`src/sv/clt_pkg.sv`:
```
// Shared types and constants for the character LCD cursor terminal.
// Used by the front, queue, back and top-level modules; no dependencies.
package clt_pkg;

  localparam int MAX_ROWS = 4;
  localparam int QDEPTH   = 4;
  localparam int QAW      = $clog2(QDEPTH);

  localparam logic [7:0] CMD_CLEAR    = 8'h01;
  localparam logic [7:0] CMD_HOME     = 8'h02;
  localparam logic [7:0] CMD_SET_ADDR = 8'h80;
  localparam logic [6:0] CH_LF        = 7'd10;
  localparam logic [6:0] CH_CR        = 7'd13;
  localparam logic [6:0] CH_MIN       = 7'd10;

  localparam logic [5:0] COLS_RESET  = 6'd16;
  localparam logic [2:0] ROWS_RESET  = 3'd2;
  localparam logic [6:0] BASE0_RESET = 7'd0;
  localparam logic [6:0] BASE1_RESET = 7'd64;
  localparam logic [6:0] BASE2_RESET = 7'd16;
  localparam logic [6:0] BASE3_RESET = 7'd80;

  typedef enum logic [1:0] {
    REQ_CHAR  = 2'd0,
    REQ_SETXY = 2'd1,
    REQ_CLEAR = 2'd2
  } req_type_t;

  typedef enum logic [2:0] {
    CFG_COLUMNS = 3'd0,
    CFG_ROWS    = 3'd1,
    CFG_BASE0   = 3'd2,
    CFG_BASE1   = 3'd3,
    CFG_BASE2   = 3'd4,
    CFG_BASE3   = 3'd5
  } cfg_index_t;

  typedef struct packed {
    logic [1:0]        req_type;
    logic signed [7:0] char_code;
    logic [6:0]        x_pos;
    logic [2:0]        y_pos;
  } in_item_t;

  typedef struct packed {
    logic       is_data;
    logic [7:0] out_byte;
    logic       last;
  } out_item_t;

  // One controller byte before it gets its last flag.
  typedef struct packed {
    logic       is_data;
    logic [7:0] data;
  } lcd_byte_t;

  // Work for the back end: one or two bytes caused by one request.
  typedef struct packed {
    logic      two;
    lcd_byte_t b0;
    lcd_byte_t b1;
  } op_t;

endpackage

```
`src/sv/clt_front.sv`:
```
// Front end: holds configuration and cursor, turns each request into at most one op.
// Depends on clt_pkg.
module clt_front (
  input  logic              clk,
  input  logic              rst_n,
  input  logic              accept,
  input  clt_pkg::in_item_t item,
  input  logic              cfg_we,
  input  logic [2:0]        cfg_index,
  input  logic [6:0]        cfg_data,
  output logic              op_push,
  output clt_pkg::op_t      op
);

  logic [5:0] cols_r;
  logic [2:0] rows_r;
  logic [6:0] base_r [4];
  logic [2:0] row_r, row_nxt;
  logic [6:0] col_r, col_nxt;

  logic [3:0] next_row;
  logic       next_fits;
  logic       is_setxy;
  logic       is_cr;
  logic [2:0] pos_row;
  logic [6:0] pos_col;
  logic       pos_ok;
  logic [7:0] pos_byte;
  logic       ignored;
  logic       any;
  clt_pkg::lcd_byte_t ch_byte;

  always_ff @(posedge clk) begin
    if (!rst_n) begin
      cols_r    <= clt_pkg::COLS_RESET;
      rows_r    <= clt_pkg::ROWS_RESET;
      base_r[0] <= clt_pkg::BASE0_RESET;
      base_r[1] <= clt_pkg::BASE1_RESET;
      base_r[2] <= clt_pkg::BASE2_RESET;
      base_r[3] <= clt_pkg::BASE3_RESET;
    end else if (cfg_we) begin
      case (cfg_index)
        clt_pkg::CFG_COLUMNS: cols_r    <= cfg_data[5:0];
        clt_pkg::CFG_ROWS:    rows_r    <= cfg_data[2:0];
        clt_pkg::CFG_BASE0:   base_r[0] <= cfg_data;
        clt_pkg::CFG_BASE1:   base_r[1] <= cfg_data;
        clt_pkg::CFG_BASE2:   base_r[2] <= cfg_data;
        clt_pkg::CFG_BASE3:   base_r[3] <= cfg_data;
        default: ;
      endcase
    end
  end

  always_ff @(posedge clk) begin
    if (!rst_n) begin
      row_r <= '0;
      col_r <= '0;
    end else if (accept) begin
      row_r <= row_nxt;
      col_r <= col_nxt;
    end
  end

  always_comb begin
    next_row  = {1'b0, row_r} + 4'd1;
    next_fits = next_row < {1'b0, rows_r};
    is_setxy  = item.req_type == clt_pkg::REQ_SETXY;
    is_cr     = item.char_code[6:0] == clt_pkg::CH_CR;
    // The only position commands are: explicit set, CR on this row, or the
    // start of the next row (LF and wrap).
    pos_row   = is_setxy ? item.y_pos : (is_cr ? row_r : next_row[2:0]);
    pos_col   = is_setxy ? item.x_pos : 7'd0;
    pos_ok    = (pos_row < rows_r) && ({1'b0, pos_row} < 4'(clt_pkg::MAX_ROWS));
    pos_byte  = clt_pkg::CMD_SET_ADDR + {1'b0, base_r[pos_row[1:0]]} + {1'b0, pos_col};
    ignored   = item.char_code[7] || (item.char_code[6:0] < clt_pkg::CH_MIN);
    ch_byte   = '{is_data: 1'b1, data: 8'(item.char_code)};

    any     = 1'b0;
    op      = '0;
    row_nxt = row_r;
    col_nxt = col_r;

    case (item.req_type)
      clt_pkg::REQ_SETXY: begin
        row_nxt = item.y_pos;
        col_nxt = item.x_pos;
        any     = pos_ok;
        op.b0   = '{is_data: 1'b0, data: pos_byte};
      end
      clt_pkg::REQ_CLEAR: begin
        any     = 1'b1;
        op.two  = 1'b1;
        op.b0   = '{is_data: 1'b0, data: clt_pkg::CMD_CLEAR};
        op.b1   = '{is_data: 1'b0, data: clt_pkg::CMD_HOME};
        row_nxt = '0;
        col_nxt = '0;
      end
      clt_pkg::REQ_CHAR: begin
        if (ignored) begin
          any = 1'b0;
        end else if (is_cr) begin
          col_nxt = '0;
          any     = pos_ok;
          op.b0   = '{is_data: 1'b0, data: pos_byte};
        end else if (item.char_code[6:0] == clt_pkg::CH_LF || col_r >= {1'b0, cols_r}) begin
          // LF, or a printable character past the right edge.
          if (next_fits) begin
            row_nxt = next_row[2:0];
            if (item.char_code[6:0] == clt_pkg::CH_LF) begin
              col_nxt = '0;
              any     = pos_ok;
              op.b0   = '{is_data: 1'b0, data: pos_byte};
            end else begin
              col_nxt = 7'd1;
              any     = 1'b1;
              op.two  = pos_ok;
              op.b0   = pos_ok ? '{is_data: 1'b0, data: pos_byte} : ch_byte;
              op.b1   = ch_byte;
            end
          end else begin
            any     = 1'b1;
            op.two  = 1'b1;
            op.b0   = '{is_data: 1'b0, data: clt_pkg::CMD_CLEAR};
            op.b1   = '{is_data: 1'b0, data: clt_pkg::CMD_HOME};
            row_nxt = '0;
            col_nxt = '0;
          end
        end else begin
          any     = 1'b1;
          op.b0   = ch_byte;
          col_nxt = col_r + 7'd1;
        end
      end
      default: any = 1'b0;
    endcase

    op_push = accept && any;
  end

endmodule

```
`src/sv/clt_queue.sv`:
```
// Short queue of ops between the front end and the back end.
// Depends on clt_pkg.
module clt_queue (
  input  logic         clk,
  input  logic         rst_n,
  input  logic         push,
  input  clt_pkg::op_t push_op,
  output logic         full,
  input  logic         pop,
  output logic         valid,
  output clt_pkg::op_t head
);

  clt_pkg::op_t mem [clt_pkg::QDEPTH];
  logic [clt_pkg::QAW-1:0] wr_ptr_r, rd_ptr_r;
  logic [clt_pkg::QAW:0]   count_r;

  always_ff @(posedge clk) begin
    if (push) begin
      mem[wr_ptr_r] <= push_op;
    end
  end

  always_ff @(posedge clk) begin
    if (!rst_n) begin
      wr_ptr_r <= '0;
      rd_ptr_r <= '0;
      count_r  <= '0;
    end else begin
      if (push) wr_ptr_r <= wr_ptr_r + 1'b1;
      if (pop)  rd_ptr_r <= rd_ptr_r + 1'b1;
      count_r <= count_r + (clt_pkg::QAW+1)'(push) - (clt_pkg::QAW+1)'(pop);
    end
  end

  assign full  = count_r == (clt_pkg::QAW+1)'(clt_pkg::QDEPTH);
  assign valid = count_r != '0;
  assign head  = mem[rd_ptr_r];

  a_no_overflow: assert property (@(posedge clk) disable iff (!rst_n)
    count_r == (clt_pkg::QAW+1)'(clt_pkg::QDEPTH) |-> !push || pop)
    else $error("op queue pushed while full");
  a_count_bound: assert property (@(posedge clk) disable iff (!rst_n)
    count_r <= (clt_pkg::QAW+1)'(clt_pkg::QDEPTH))
    else $error("op queue count beyond depth");

endmodule

```
`src/sv/clt_back.sv`:
```
// Back end: steps through the bytes of each op into the output register.
// Depends on clt_pkg.
module clt_back (
  input  logic               clk,
  input  logic               rst_n,
  input  logic               q_valid,
  input  clt_pkg::op_t       q_head,
  output logic               q_pop,
  output logic               out_valid,
  input  logic               out_take,
  output clt_pkg::out_item_t out_item
);

  logic                 idx_r, idx_nxt;
  logic                 out_valid_r, out_valid_nxt;
  clt_pkg::out_item_t   out_r;
  logic                 load;
  logic                 cur_last;
  clt_pkg::lcd_byte_t   cur;

  always_comb begin
    load          = q_valid && (!out_valid_r || out_take);
    cur           = idx_r ? q_head.b1 : q_head.b0;
    cur_last      = !q_head.two || idx_r;
    q_pop         = load && cur_last;
    idx_nxt       = load ? !cur_last : idx_r;
    out_valid_nxt = load || (out_valid_r && !out_take);
  end

  always_ff @(posedge clk) begin
    if (!rst_n) begin
      idx_r       <= 1'b0;
      out_valid_r <= 1'b0;
    end else begin
      idx_r       <= idx_nxt;
      out_valid_r <= out_valid_nxt;
    end
  end

  always_ff @(posedge clk) begin
    if (load) begin
      out_r <= '{is_data: cur.is_data, out_byte: cur.data, last: cur_last};
    end
  end

  assign out_valid = out_valid_r;
  assign out_item  = out_r;

  a_second_byte: assert property (@(posedge clk) disable iff (!rst_n)
    idx_r |-> q_valid && q_head.two)
    else $error("second byte pending without a two-byte op");
  a_pop_on_last: assert property (@(posedge clk) disable iff (!rst_n)
    q_pop |=> out_valid_r && out_r.last)
    else $error("op retired without its last beat");
  a_take_valid: assert property (@(posedge clk) disable iff (!rst_n)
    load |=> out_valid_r)
    else $error("loaded beat not presented");

endmodule

```
`src/sv/char_lcd_cursor_terminal.sv`:
```
// Character LCD terminal: requests in, HD44780 command/data bytes out.
// A result beat reaches the output ports through the op queue and the output register.
// Throughput: one request per cycle in while the queue is not full, and one beat per
// cycle out while the receiver pops; a request that causes two bytes yields two beats,
// and a four-op queue buffers.
// Reset (synchronous, rst_n low): cursor at 0/0, registers at defaults, queue empty.
module char_lcd_cursor_terminal (
  input  logic               clk,
  input  logic               rst_n,
  input  logic               in_push,
  input  clt_pkg::in_item_t  in_item,
  output logic               in_full,
  output logic               out_empty,
  input  logic               out_pop,
  output clt_pkg::out_item_t out_item,
  input  logic               cfg_valid,
  output logic               cfg_ready,
  input  logic [2:0]         cfg_index,
  input  logic [6:0]         cfg_data
);

  logic         accept;
  logic         op_push;
  clt_pkg::op_t op;
  logic         q_valid;
  logic         q_pop;
  clt_pkg::op_t q_head;
  logic         out_valid;

  assign cfg_ready = 1'b1;
  assign accept    = in_push && !in_full;
  assign out_empty = !out_valid;

  clt_front u_front (
    .clk       (clk),
    .rst_n     (rst_n),
    .accept    (accept),
    .item      (in_item),
    .cfg_we    (cfg_valid && cfg_ready),
    .cfg_index (cfg_index),
    .cfg_data  (cfg_data),
    .op_push   (op_push),
    .op        (op)
  );

  clt_queue u_queue (
    .clk     (clk),
    .rst_n   (rst_n),
    .push    (op_push),
    .push_op (op),
    .full    (in_full),
    .pop     (q_pop),
    .valid   (q_valid),
    .head    (q_head)
  );

  clt_back u_back (
    .clk       (clk),
    .rst_n     (rst_n),
    .q_valid   (q_valid),
    .q_head    (q_head),
    .q_pop     (q_pop),
    .out_valid (out_valid),
    .out_take  (out_pop),
    .out_item  (out_item)
  );

endmodule

```
`config.mk`:
```
export PLATFORM = sky130hd
export DESIGN_NAME = char_lcd_cursor_terminal
export DESIGN_NICKNAME = d
export VERILOG_FILES = /design/src/sv/clt_pkg.sv /design/src/sv/clt_front.sv /design/src/sv/clt_queue.sv /design/src/sv/clt_back.sv /design/src/sv/char_lcd_cursor_terminal.sv
export SDC_FILE = /design/constraint.sdc
export NUM_CORES = 1
export LEC_CHECK = 0
export BUFFER_PORTS_ARGS = -buffer_cell sky130_fd_sc_hd__buf_4
export CELL_PAD_IN_SITES_DETAIL_PLACEMENT = 1
export CELL_PAD_IN_SITES_GLOBAL_PLACEMENT = 1
export CORE_ASPECT_RATIO = 1.75
export CORE_UTILIZATION = 45
export CTS_CLUSTER_DIAMETER = 100
export DETAILED_ROUTE_END_ITERATION = 8
export GPL_TIMING_DRIVEN = 1
export PLACE_DENSITY = 0.69
export SYNTH_ARGS = -nofsm -noshare
export SYNTH_HDL_FRONTEND = slang
export SYNTH_HIERARCHICAL = 1
export SYNTH_SLANG_ARGS = --single-unit
```
`constraint.sdc`:
```
create_clock -name clk -period 7.09 [get_ports clk]
set_input_delay 2.127 -clock clk [delete_from_list [all_inputs] [get_ports clk]]
set_output_delay 2.127 -clock clk [all_outputs]
set_load 0.01 [all_outputs]
```
## Word level (Yosys, flattened, before mapping)

Memory sizes are Yosys's and may differ from the RTL's. A register that Yosys moved wholly into a read port is not among the register bits.
Cells that the tools add are included.

| cells by class | value |
|---|---|
| bitwise operators | 4 |
| magnitude comparators | 5 |
| reduce and logical (&&, ||, !) cells | 24 |
| multiplexer cells | 61 |
| eq/ne operators | 13 |
| add/sub/neg operators | 8 |

Operators by type and width:

| kind | number |
|---|---|
| 9-bit 2-to-1 mux | 8 |
| 7-bit 2-to-1 mux | 8 |
| 19-bit 2-to-1 mux | 2 |
| 1-bit 2-to-1 mux | 29 |
| 9-bit case mux with 3 select lines | 1 |
| 7-bit case mux with 3 select lines | 1 |
| 3-bit 2-to-1 mux | 6 |
| 9-bit case mux with 2 select lines | 1 |
| 7-bit by 4-bit equality test with 1-bit output, second input constant | 2 |
| 3-bit equality test, second input constant | 3 |
| 3-bit case mux with 3 select lines | 1 |
| 8-bit by 7-bit adder with 8-bit output | 1 |
| 8-bit by 7-bit adder with 8-bit output, first input constant | 1 |
| 7-bit by 1-bit adder with 7-bit output, second input constant | 1 |
| 7-bit by 6-bit greater-or-equal comparator with 1-bit output | 1 |
| 7-bit by 4-bit less-than comparator with 1-bit output, second input constant | 1 |
| 3-bit by 2-bit equality test with 1-bit output, second input constant | 2 |
| 1-bit logical AND | 6 |
| 3-bit nonzero test | 2 |
| 1-bit zero test | 5 |
| 1-bit logical OR | 5 |
| 5-bit AND reduction | 1 |
| 2-bit by 1-bit adder with 2-bit output, second input constant | 2 |
| 3-bit by 1-bit adder with 4-bit output, second input constant | 1 |
| other kinds (18) | 24 |

| storage, ports and cells | value |
|---|---|
| bits in writable memories | 104 |
| output and inout bits | 13 |
| register bits | 38 |
| memories kept | 2 |

Memories:

| memory | words | width | rd ports | clocked after Yosys merged registers in | write ports | line | RTL |
|---|---|---|---|---|---|---|---|
| u_queue.mem | 4 | 19 | 1 | 1 | 1 | clt_queue.sv:14 | `clt_pkg::op_t mem [clt_pkg::QDEPTH];` |
| u_front.base_r | 4 | 7 | 1 | 0 | 4 | clt_front.sv:17 | `logic [6:0] base_r [4];` |

## Longest topological paths before layout

Gate-level depths: netlist of the first run.

| logic depth | value |
|---|---|
| depth in word-level cells | 14 |
| depth in mapped cells | 15 |
| mapped depth without buffers | 14 |

## By module

The synthesis of the first run kept the hierarchy.

By module, submodules not included:

| module | seq. area each (um2) | cells each | instances | area each (um2) |
|---|---|---|---|---|
| clt_front | 1,221.2 | 374 | 1 | 3,468.3 |
| clt_queue | 2,462.4 | 142 | 1 | 3,229.3 |
| clt_back | 340.3 | 33 | 1 | 545.5 |
| char_lcd_cursor_terminal | 0.0 | 4 | 1 | 28.8 |

## Least setup slack after synthesis of the first run

No wires, ideal clock.

| timing | value |
|---|---|
| kind | input-to-reg |
| start point | input port in_item[15] (netlist bit) |
| end point | memory u_queue/mem[0][0] (netlist bit), enable pin |
| setup time | 0.377 ns |
| data required time | 6.713 ns |
| arrival time | 5.367 ns |
| path slack | 1.346 ns |
| cell stages on the path | 10 |
| path through | or4b_4 o211a_1 a211o_1 ha_1 a221o_1 nor3_2 o21a_4 o21ai_0 a21boi_0 and2_1 |

| between the ends | value |
|---|---|
| longest elaborated chain between the ends | 14 |
| elaborated cells between the ends (all ways) | 19 |

Ends and longest elaborated chain:

| item | line | RTL |
|---|---|---|
| start, declared | char_lcd_cursor_terminal.sv:11 | `input clt_pkg::in_item_t in_item,` |
| 7-bit by 4-bit equality test with 1-bit output | clt_front.sv:68 | `is_cr = item.char_code[6:0] == clt_pkg::CH_CR;` |
| 3-bit 2-to-1 mux (2 in a row) | clt_front.sv:71 | `pos_row = is_setxy ? item.y_pos : (is_cr ? row_r : next_row[2:0]);` |
| 3-bit less-than comparator | clt_front.sv:73 | `pos_ok = (pos_row < rows_r) && ({1'b0, pos_row} < 4'(clt_pkg::MAX_ROWS));` |
| 1-bit logical AND | clt_front.sv:73 |  |
| 1-bit 2-to-1 mux | clt_front.sv:109 | `if (item.char_code[6:0] == clt_pkg::CH_LF) begin` |
| 1-bit 2-to-1 mux | clt_front.sv:107 | `if (next_fits) begin` |
| 1-bit 2-to-1 mux | clt_front.sv:105 | `end else if (item.char_code[6:0] == clt_pkg::CH_LF \|\| col_r >= {1'b0, cols_r}) begin` |
| 1-bit 2-to-1 mux | clt_front.sv:101 | `end else if (is_cr) begin` |
| 1-bit 2-to-1 mux | clt_front.sv:99 | `if (ignored) begin` |
| 1-bit case mux with 3 select lines * | clt_front.sv:83 | `case (item.req_type)` |
| 1-bit logical AND * | clt_front.sv:137 | `op_push = accept && any;` |
| via op_push | char_lcd_cursor_terminal.sv:23 | `logic op_push;` |
| 1-bit 2-to-1 mux * | clt_queue.sv:19 | `if (push) begin` |
| 1-bit 2-to-1 mux (not written as such) * | clt_queue.sv:20 | `mem[wr_ptr_r] <= push_op;` |
| end, declared | clt_queue.sv:14 |  |

The timed path passes the listed nets; every way through them passes the cells marked *.

==> flow_summary.ini, run 1 <==
[run_status]
status = finished, violations left
violations = design-rule violations

[layout]
layout_commonest_cell = edfxtp_1
fillers = 1637
design_area_um2 = 8350
fin_nets = 666
final_cell_mix = edfxtp_1 (114), buf_4 (52), and2_1 (37)
drive_gt1_frac = 0.199
antenna_cells = 0
syn_to_final_growth_pct = 14.8

[logic_synthesis]
synth-edff-count = 114
synthArstFlopShare = 0
ys_seq_elements = 144
yosys_warnings = 6
synth_cell_type_count = 77
ys.flop_type = edfxtp_1
synth_fp_nets = 615
syn_area_um2 = 7270
syn_inst = 553
avgSynthCellArea_um2 = 13.2
synth-seq-area-share = 0.553

[hold_path]
worstHoldStart = u_front/cols_r[4]
hold_end = u_front/cols_r[4]
hold_class = register to register
min_delay_path_depth = 2

[floorplan]
num_io_pins = 48
rows = 61
dieArea_um2 = 16700
die_h_um = 170
start_util = 0.458
core-area_um2 = 15900
die_w_um = 98.1

[placement]
dp_slack_ns = 0.715
hpwl_um = 13100
placed_cell_area_um2 = 7780
gp_congestion = 0.859
port_buffers = 46

[cts]
cts_hold_buf = 0
path_clk_slew_ns = 0.07
cts_htree_levels = 4
cts_tree = yes
postCtsSetupRepairBufs = 0
cts_resized = 0
clock_latency_ns = 0.43
cts_root_buf = clkbuf_16
cts_buffers = 17
clock_sinks = 144
cts_max_path_buffers = 2

[worst_setup_path]
worstPathRequired_ns = 7.22
r2r_cells = 14
path_class = primary input to register
worst-path-max-fanout = 9
r2r_start = u_front/row_r[0]
timing.reg2reg.setup_slack_ns = 2.92
critPathArrivalTime_ns = 6.02
r2r-end = u_queue/count_r[2]
start_kind = primary input
end_kind = register

[global_route]
grt_max_degree = 36
grt-ovfl-total = 0
grt_antenna_before_repair = 0
grt_pass1_vias = 5096
grt_pass1_wl_um = 28100
grt_use_total = 0.229

[sta]
worstMarginPinSlew_ns = 1.15
whs_ns = 0.517
final-hold-violation-count = 0
drv_slew = 0
rsz0062_at_grt = no
setup_tns_ns = 0
fin_crit_ns = 5.89
setup_viol = 0
skew_ns = 0.0133
post-route-period-util = 0.831
setup_slack_ns = 1.20
max_freq_ghz = 0.170
timing.slew.headroom = 0.227

[drt]
wl_per_cell_um = 22.3
viasPerCell = 5.87
vias = 4731
detail_route.wirelength_um = 17900
drt_first_pass_iters = 6
drtIter0Drc = 202
drtAntennaViolNets = 0
drc = 3

[power]
total_leakage_power_nw = 3.15
p_per_area_nw_per_um2 = 305
power_mw = 2.55
ir_worst_vdd_mv = 0.150

[run]
maxCapViolCount = 0
state kept, by name, summed over array words and instances (netlist names), named ones only:
signal and flops:
u_back/out_valid 1, u_back/out_item 10, u_front/row_r 3, u_queue/rd_ptr_r 2, u_queue/count_r 3, u_front/col_r 7
u_front/cols_r 6, u_back/idx_r 1, u_queue/wr_ptr_r 2, u_front/base_r 28, u_queue/mem 76, u_front/rows_r 3
area by class of cell:
class	count	area [um^2]	share of cell area
inverter	28	105	0.0126
clock inverter	15	145	0.0174
clock buffer	17	425	0.0509
sequential	144	4020	0.482
multi-input combinational	361	3020	0.362
timing repair buffer	52	390	0.0467
tap	189	236	0.0283
report_power, final:
group	leakage, nW	switching (mW)	internal [mW]	total [mW]
sequential	1.36	0.0545	1.02	1.08
combinational	1.51	0.305	0.302	0.607
clock	0.277	0.398	0.465	0.862
synthesized netlist by cell type (10+ instances only):
master    count  share of area
nand3_1      12         0.0083
and2_1       37          0.032
nand2_1      36          0.019
a21oi_1      14         0.0096
nor2_1       24          0.012
dfxtp_1      30          0.083
ha_1         25          0.043
edfxtp_1    114           0.47
mux2i_1      15          0.021
inv_1        28          0.014
nor3_1       10         0.0069
o21ai_0      22          0.015
nor2b_1      10         0.0086
mux4_2       16          0.050
clkbuf_1     11         0.0057
worst max path at each step:
stage / cells after the start / start / end
6_report: 15 / in_item[15] / u_queue/mem[2][15]
5_1_grt: 15 / in_item[15] / u_queue/mem[1][15]
4_1_cts: 15 / in_item[15] / u_queue/mem[1][15]
3_5_place_dp: 15 / in_item[15] / u_queue/mem[2][15]
3_3_place_gp: 15 / in_item[15] / u_queue/mem[2][15]
2_1_floorplan: 10 / in_item[15] / u_queue/mem[0][0]
through the flow:
| stage | instances | utilization |
|---|---|---|
| after floorplan | 553 | - |
| after global placement | 774 | 0.490 |
| after detailed placement | 774 | 0.490 |
| after CTS | 806 | 0.526 |
| after global routing | 806 | 0.526 |
| final | 806 | 0.526 |
worst max-delay path, cell delays in order:
cell,delay (ns)
buf_4,0.13
nor4b_2,0.46
nand2_2,0.26
xnor2_1,0.20
o21ai_2,0.51
mux4_2,0.34
ha_1,0.18
inv_1,0.06
fa_1,0.40
nor2b_1,0.14
o21ai_0,0.11
a21boi_0,0.48
nor4_1,0.09
a311oi_1,0.29
o21ai_0,0.22
cell families after synthesis:
| logic type | count (synthesis) | share of synthesized area |
|---|---|---|
| compound gates | 103 | 0.102 |
| xor+xnor | 8 | 0.0117 |
| fa+ha+maj | 27 | 0.0485 |
| buf+inv | 48 | 0.0308 |
| flops | 144 | 0.553 |
| mux | 50 | 0.123 |
| other cells | 2 | 0.00103 |
| simple gates | 171 | 0.129 |
per-layer routing:
layer / GRT usage / vias to the layer above / wire length [um] / part of all wire
li1: - / 2221 / - / -
met1: 0.228 / 2351 / 6710 / 0.37
met2: 0.435 / 107 / 9920 / 0.55
met3: 0.0402 / 52 / 491 / 0.027
met4: 0.137 / 0 / 820 / 0.046
met5: 0 / - / 0 / 0
No activity file was read; power rests on OpenSTA's default activity.
==> inputs of run 2 (changes only) <==
ABC_AREA = 1   (was default)
CORE_UTILIZATION = 43   (was 45)
PLACE_DENSITY = 0.72   (was 0.69)
clock period = 5.2 ns   (was 7.09 ns; I/O delays follow)
==> run 2 against run 1 <==
Net effect: the run now ends clean; worst setup slack worse by 0.68 ns; utilization down 2.3 points; largest power group unchanged; critical path type unchanged; synthesized area up 5.4%; largest cell class unchanged; critical endpoint is now u_queue/mem[1][13]; sequential power up 37%.
==> flow_summary.ini, run 2 <==
[placement]
gp_congestion = 0.961
dp_slack_ns = 0.0935
port_buffers = 46
hpwl_um = 15700
place_inst = 1081

[sta]
final-hold-violation-count = 0
rsz0062_at_grt = no
post-route-period-util = 0.901
setup_slack_ns = 0.514
fin_crit_ns = 4.69
skew_ns = 0.00846
timing.slew.headroom = 0.385
worstMarginPinSlew_ns = 0.922
whs_ns = 0.477
setup_tns_ns = 0
max_freq_ghz = 0.213
drv_slew = 0
setup_viol = 0

[power]
power_frac_clock = 0.315
p_seq_frac = 0.393
pwr-share-comb = 0.292
p_int_mw = 2.45
p_per_area_nw_per_um2 = 430
switching_share = 0.351
total_leakage_power_nw = 3.78
power.switching_mw = 1.32
power_mw = 3.78
ir_worst_vdd_mv = 0.196

[worst_setup_path]
r2r-end = u_queue/count_r[2]
worstPathRequired_ns = 5.37
r2r_cells = 14
crit_chain = buf_4, inv_2, nand2_2, nor2_4, nand2_4, inv_1, nand2_1, nand3_1, o21ai_1, inv_1, o21ai_0, o22ai_1, ha_1, inv_1, fa_1, o21ai_0, xor2_1, inv_1, nand2_1, nand3_1, nand2_1, nand2_1, nand2_1, a21oi_2
r2r_start = u_front/row_r[0]
end_kind = register
worst-path-max-fanout = 8
timing.reg2reg.setup_slack_ns = 1.55
crit_path_frequent_cell = nand2_1
path_class = primary input to register
start_kind = primary input
crit_path_start = in_item[16]
critPathArrivalTime_ns = 4.86
cp_num_buf_inv = 6
cpMaxStageDelayCell = fa_1
critPathMaxStageDelay_ns = 0.40
critPathTopFamily = compound AO/OA/AOI/OAI gates

[drt]
vias = 5750
drc = 0
drtIter0Drc = 207
drt_first_pass_iters = 5
wl_per_cell_um = 18.4
viasPerCell = 5.17
detail_route.wirelength_um = 20500
drtAntennaViolNets = 0

[layout]
antenna_cells = 0
multi_input_area_um2 = 2920
final_cell_mix = nand2_1 (175), inv_1 (122), edfxtp_1 (114)
seqCellArea_um2 = 4030
drive_gt1_frac = 0.187
largest-register = u_queue/mem
fin_nets = 931
layout_commonest_cell = nand2_1
largest_reg_flops = 76
instances_no_fill = 1113
fillers = 2085
syn_to_final_growth_pct = 14.7

[floorplan]
start_util = 0.439
die_h_um = 179
dieArea_um2 = 18400
core-area_um2 = 17500
rows = 64
num_io_pins = 48
die_w_um = 103

[cts]
cts_resized = 0
cts_htree_levels = 4
cts_tree = yes
path_clk_slew_ns = 0.06
cts_root_buf = clkbuf_16
clock_latency_ns = 0.43
cts_max_path_buffers = 2
postCtsSetupRepairBufs = 0
cts_hold_buf = 0
clock_sinks = 144
cts_buffers = 17

[logic_synthesis]
yosys_warnings = 6
synth_common_cells = nand2_1 (175), inv_1 (122), edfxtp_1 (114), nor2_1 (70), o21ai_0 (55)
ys.flop_type = edfxtp_1
synth-edff-count = 114
synthTopCellsByArea = edfxtp_1 (45%), nand2_1 (8.6%), dfxtp_1 (7.8%)
yosys.cell_count.top_type = nand2_1
synth_fa_ha_area_frac = 0.0461
muxShareOfSynthArea = 0
synth_cell_type_count = 47
synth_top_family_by_area = simple AND/OR/NAND/NOR gates
synth-seq-area-share = 0.525
syn_inst = 820
synthSimpleGateAreaFrac = 0.194
avgSynthCellArea_um2 = 9.34
synth_xor_area_frac = 0.0103
ys_seq_elements = 144
yosysTopAreaCell = edfxtp_1
synthArstFlopShare = 0
synth_compound_area_frac = 0.130
synth_fp_nets = 882
syn_area_um2 = 7660
synth_top_area_frac = 0.447

[global_route]
grt_pass1_wl_um = 32400
grt_use_total = 0.243
grt_antenna_before_repair = 0
grt_max_degree = 76
grt_pass1_vias = 6291
grt-ovfl-total = 0

[hold_path]
hold_end = u_front/cols_r[2]
min_delay_path_depth = 2
worstHoldStart = u_front/cols_r[2]
hold_class = register to register

[run]
maxCapViolCount = 0

[run_status]
status = finished clean
[run 2: logic make-up (layout without fill, tap and decap cells)]
group / count (synthesis) / in the layout
and+or+nand+nor: 324 / 324
buffers and inverters: 158 / 220
AOI/OAI and AO/OA: 156 / 156
DFF: 144 / 144
adders and majority gates: 27 / 27
xor gates and xnor gates: 9 / 9
other: 2 / 2
[run 2: how the worst max path moves through the flow]
stage / cells past startpoint / slack, ns / endpoint
floorplan: 22 / 0.84 / u_queue/mem[0][15]
global placement: 24 / 0.29 / u_queue/mem[3][13]
detailed placement: 22 / 0.09 / u_queue/mem[0][15]
CTS: 24 / 0.52 / u_queue/mem[1][13]
global route: 24 / 0.27 / u_queue/mem[1][13]
finish: 24 / 0.51 / u_queue/mem[1][13]
[run 2: tightest hold or removal path: stages, from the launching register on]
cell     delay, ns
dfxtp_1       0.30
inv_1         0.07
a21oi_1       0.06
[run 2: layout make-up]
type / count / area share
well taps: 231 / 0.0329
clock buffers: 17 / 0.0484
clock inverters: 15 / 0.0175
multi-input cells: 518 / 0.333
flip-flops and latches: 144 / 0.458
repair buffers: 56 / 0.0535
inverters: 132 / 0.0570
[run 2: power groups by stage]
stage,clock network [mW],registers (mW),logic [mW]
after detailed placement,0,1.51,1.11
after global routing,1.25,1.50,1.24
after floorplan,0,1.50,0.788
final,1.19,1.48,1.10
after CTS,1.21,1.49,1.12
after global placement,0,1.50,1.06
[run 2: metal layers]
layer  routed length (um)  track usage  vias up
met5                    0            0        -
met4                 1040        0.138        0
met3                  481       0.0404       50
met2                11900        0.484      114
met1                 7060        0.220     2778
li1                     -            -     2808
[run 2: per-stage QoR]
step | utilization | instance area, um^2
finish | 0.503 | 8790
global route | 0.503 | 8790
CTS | 0.503 | 8790
detailed placement | 0.470 | 8210
global placement | 0.470 | 8210
floorplan | - | 7660
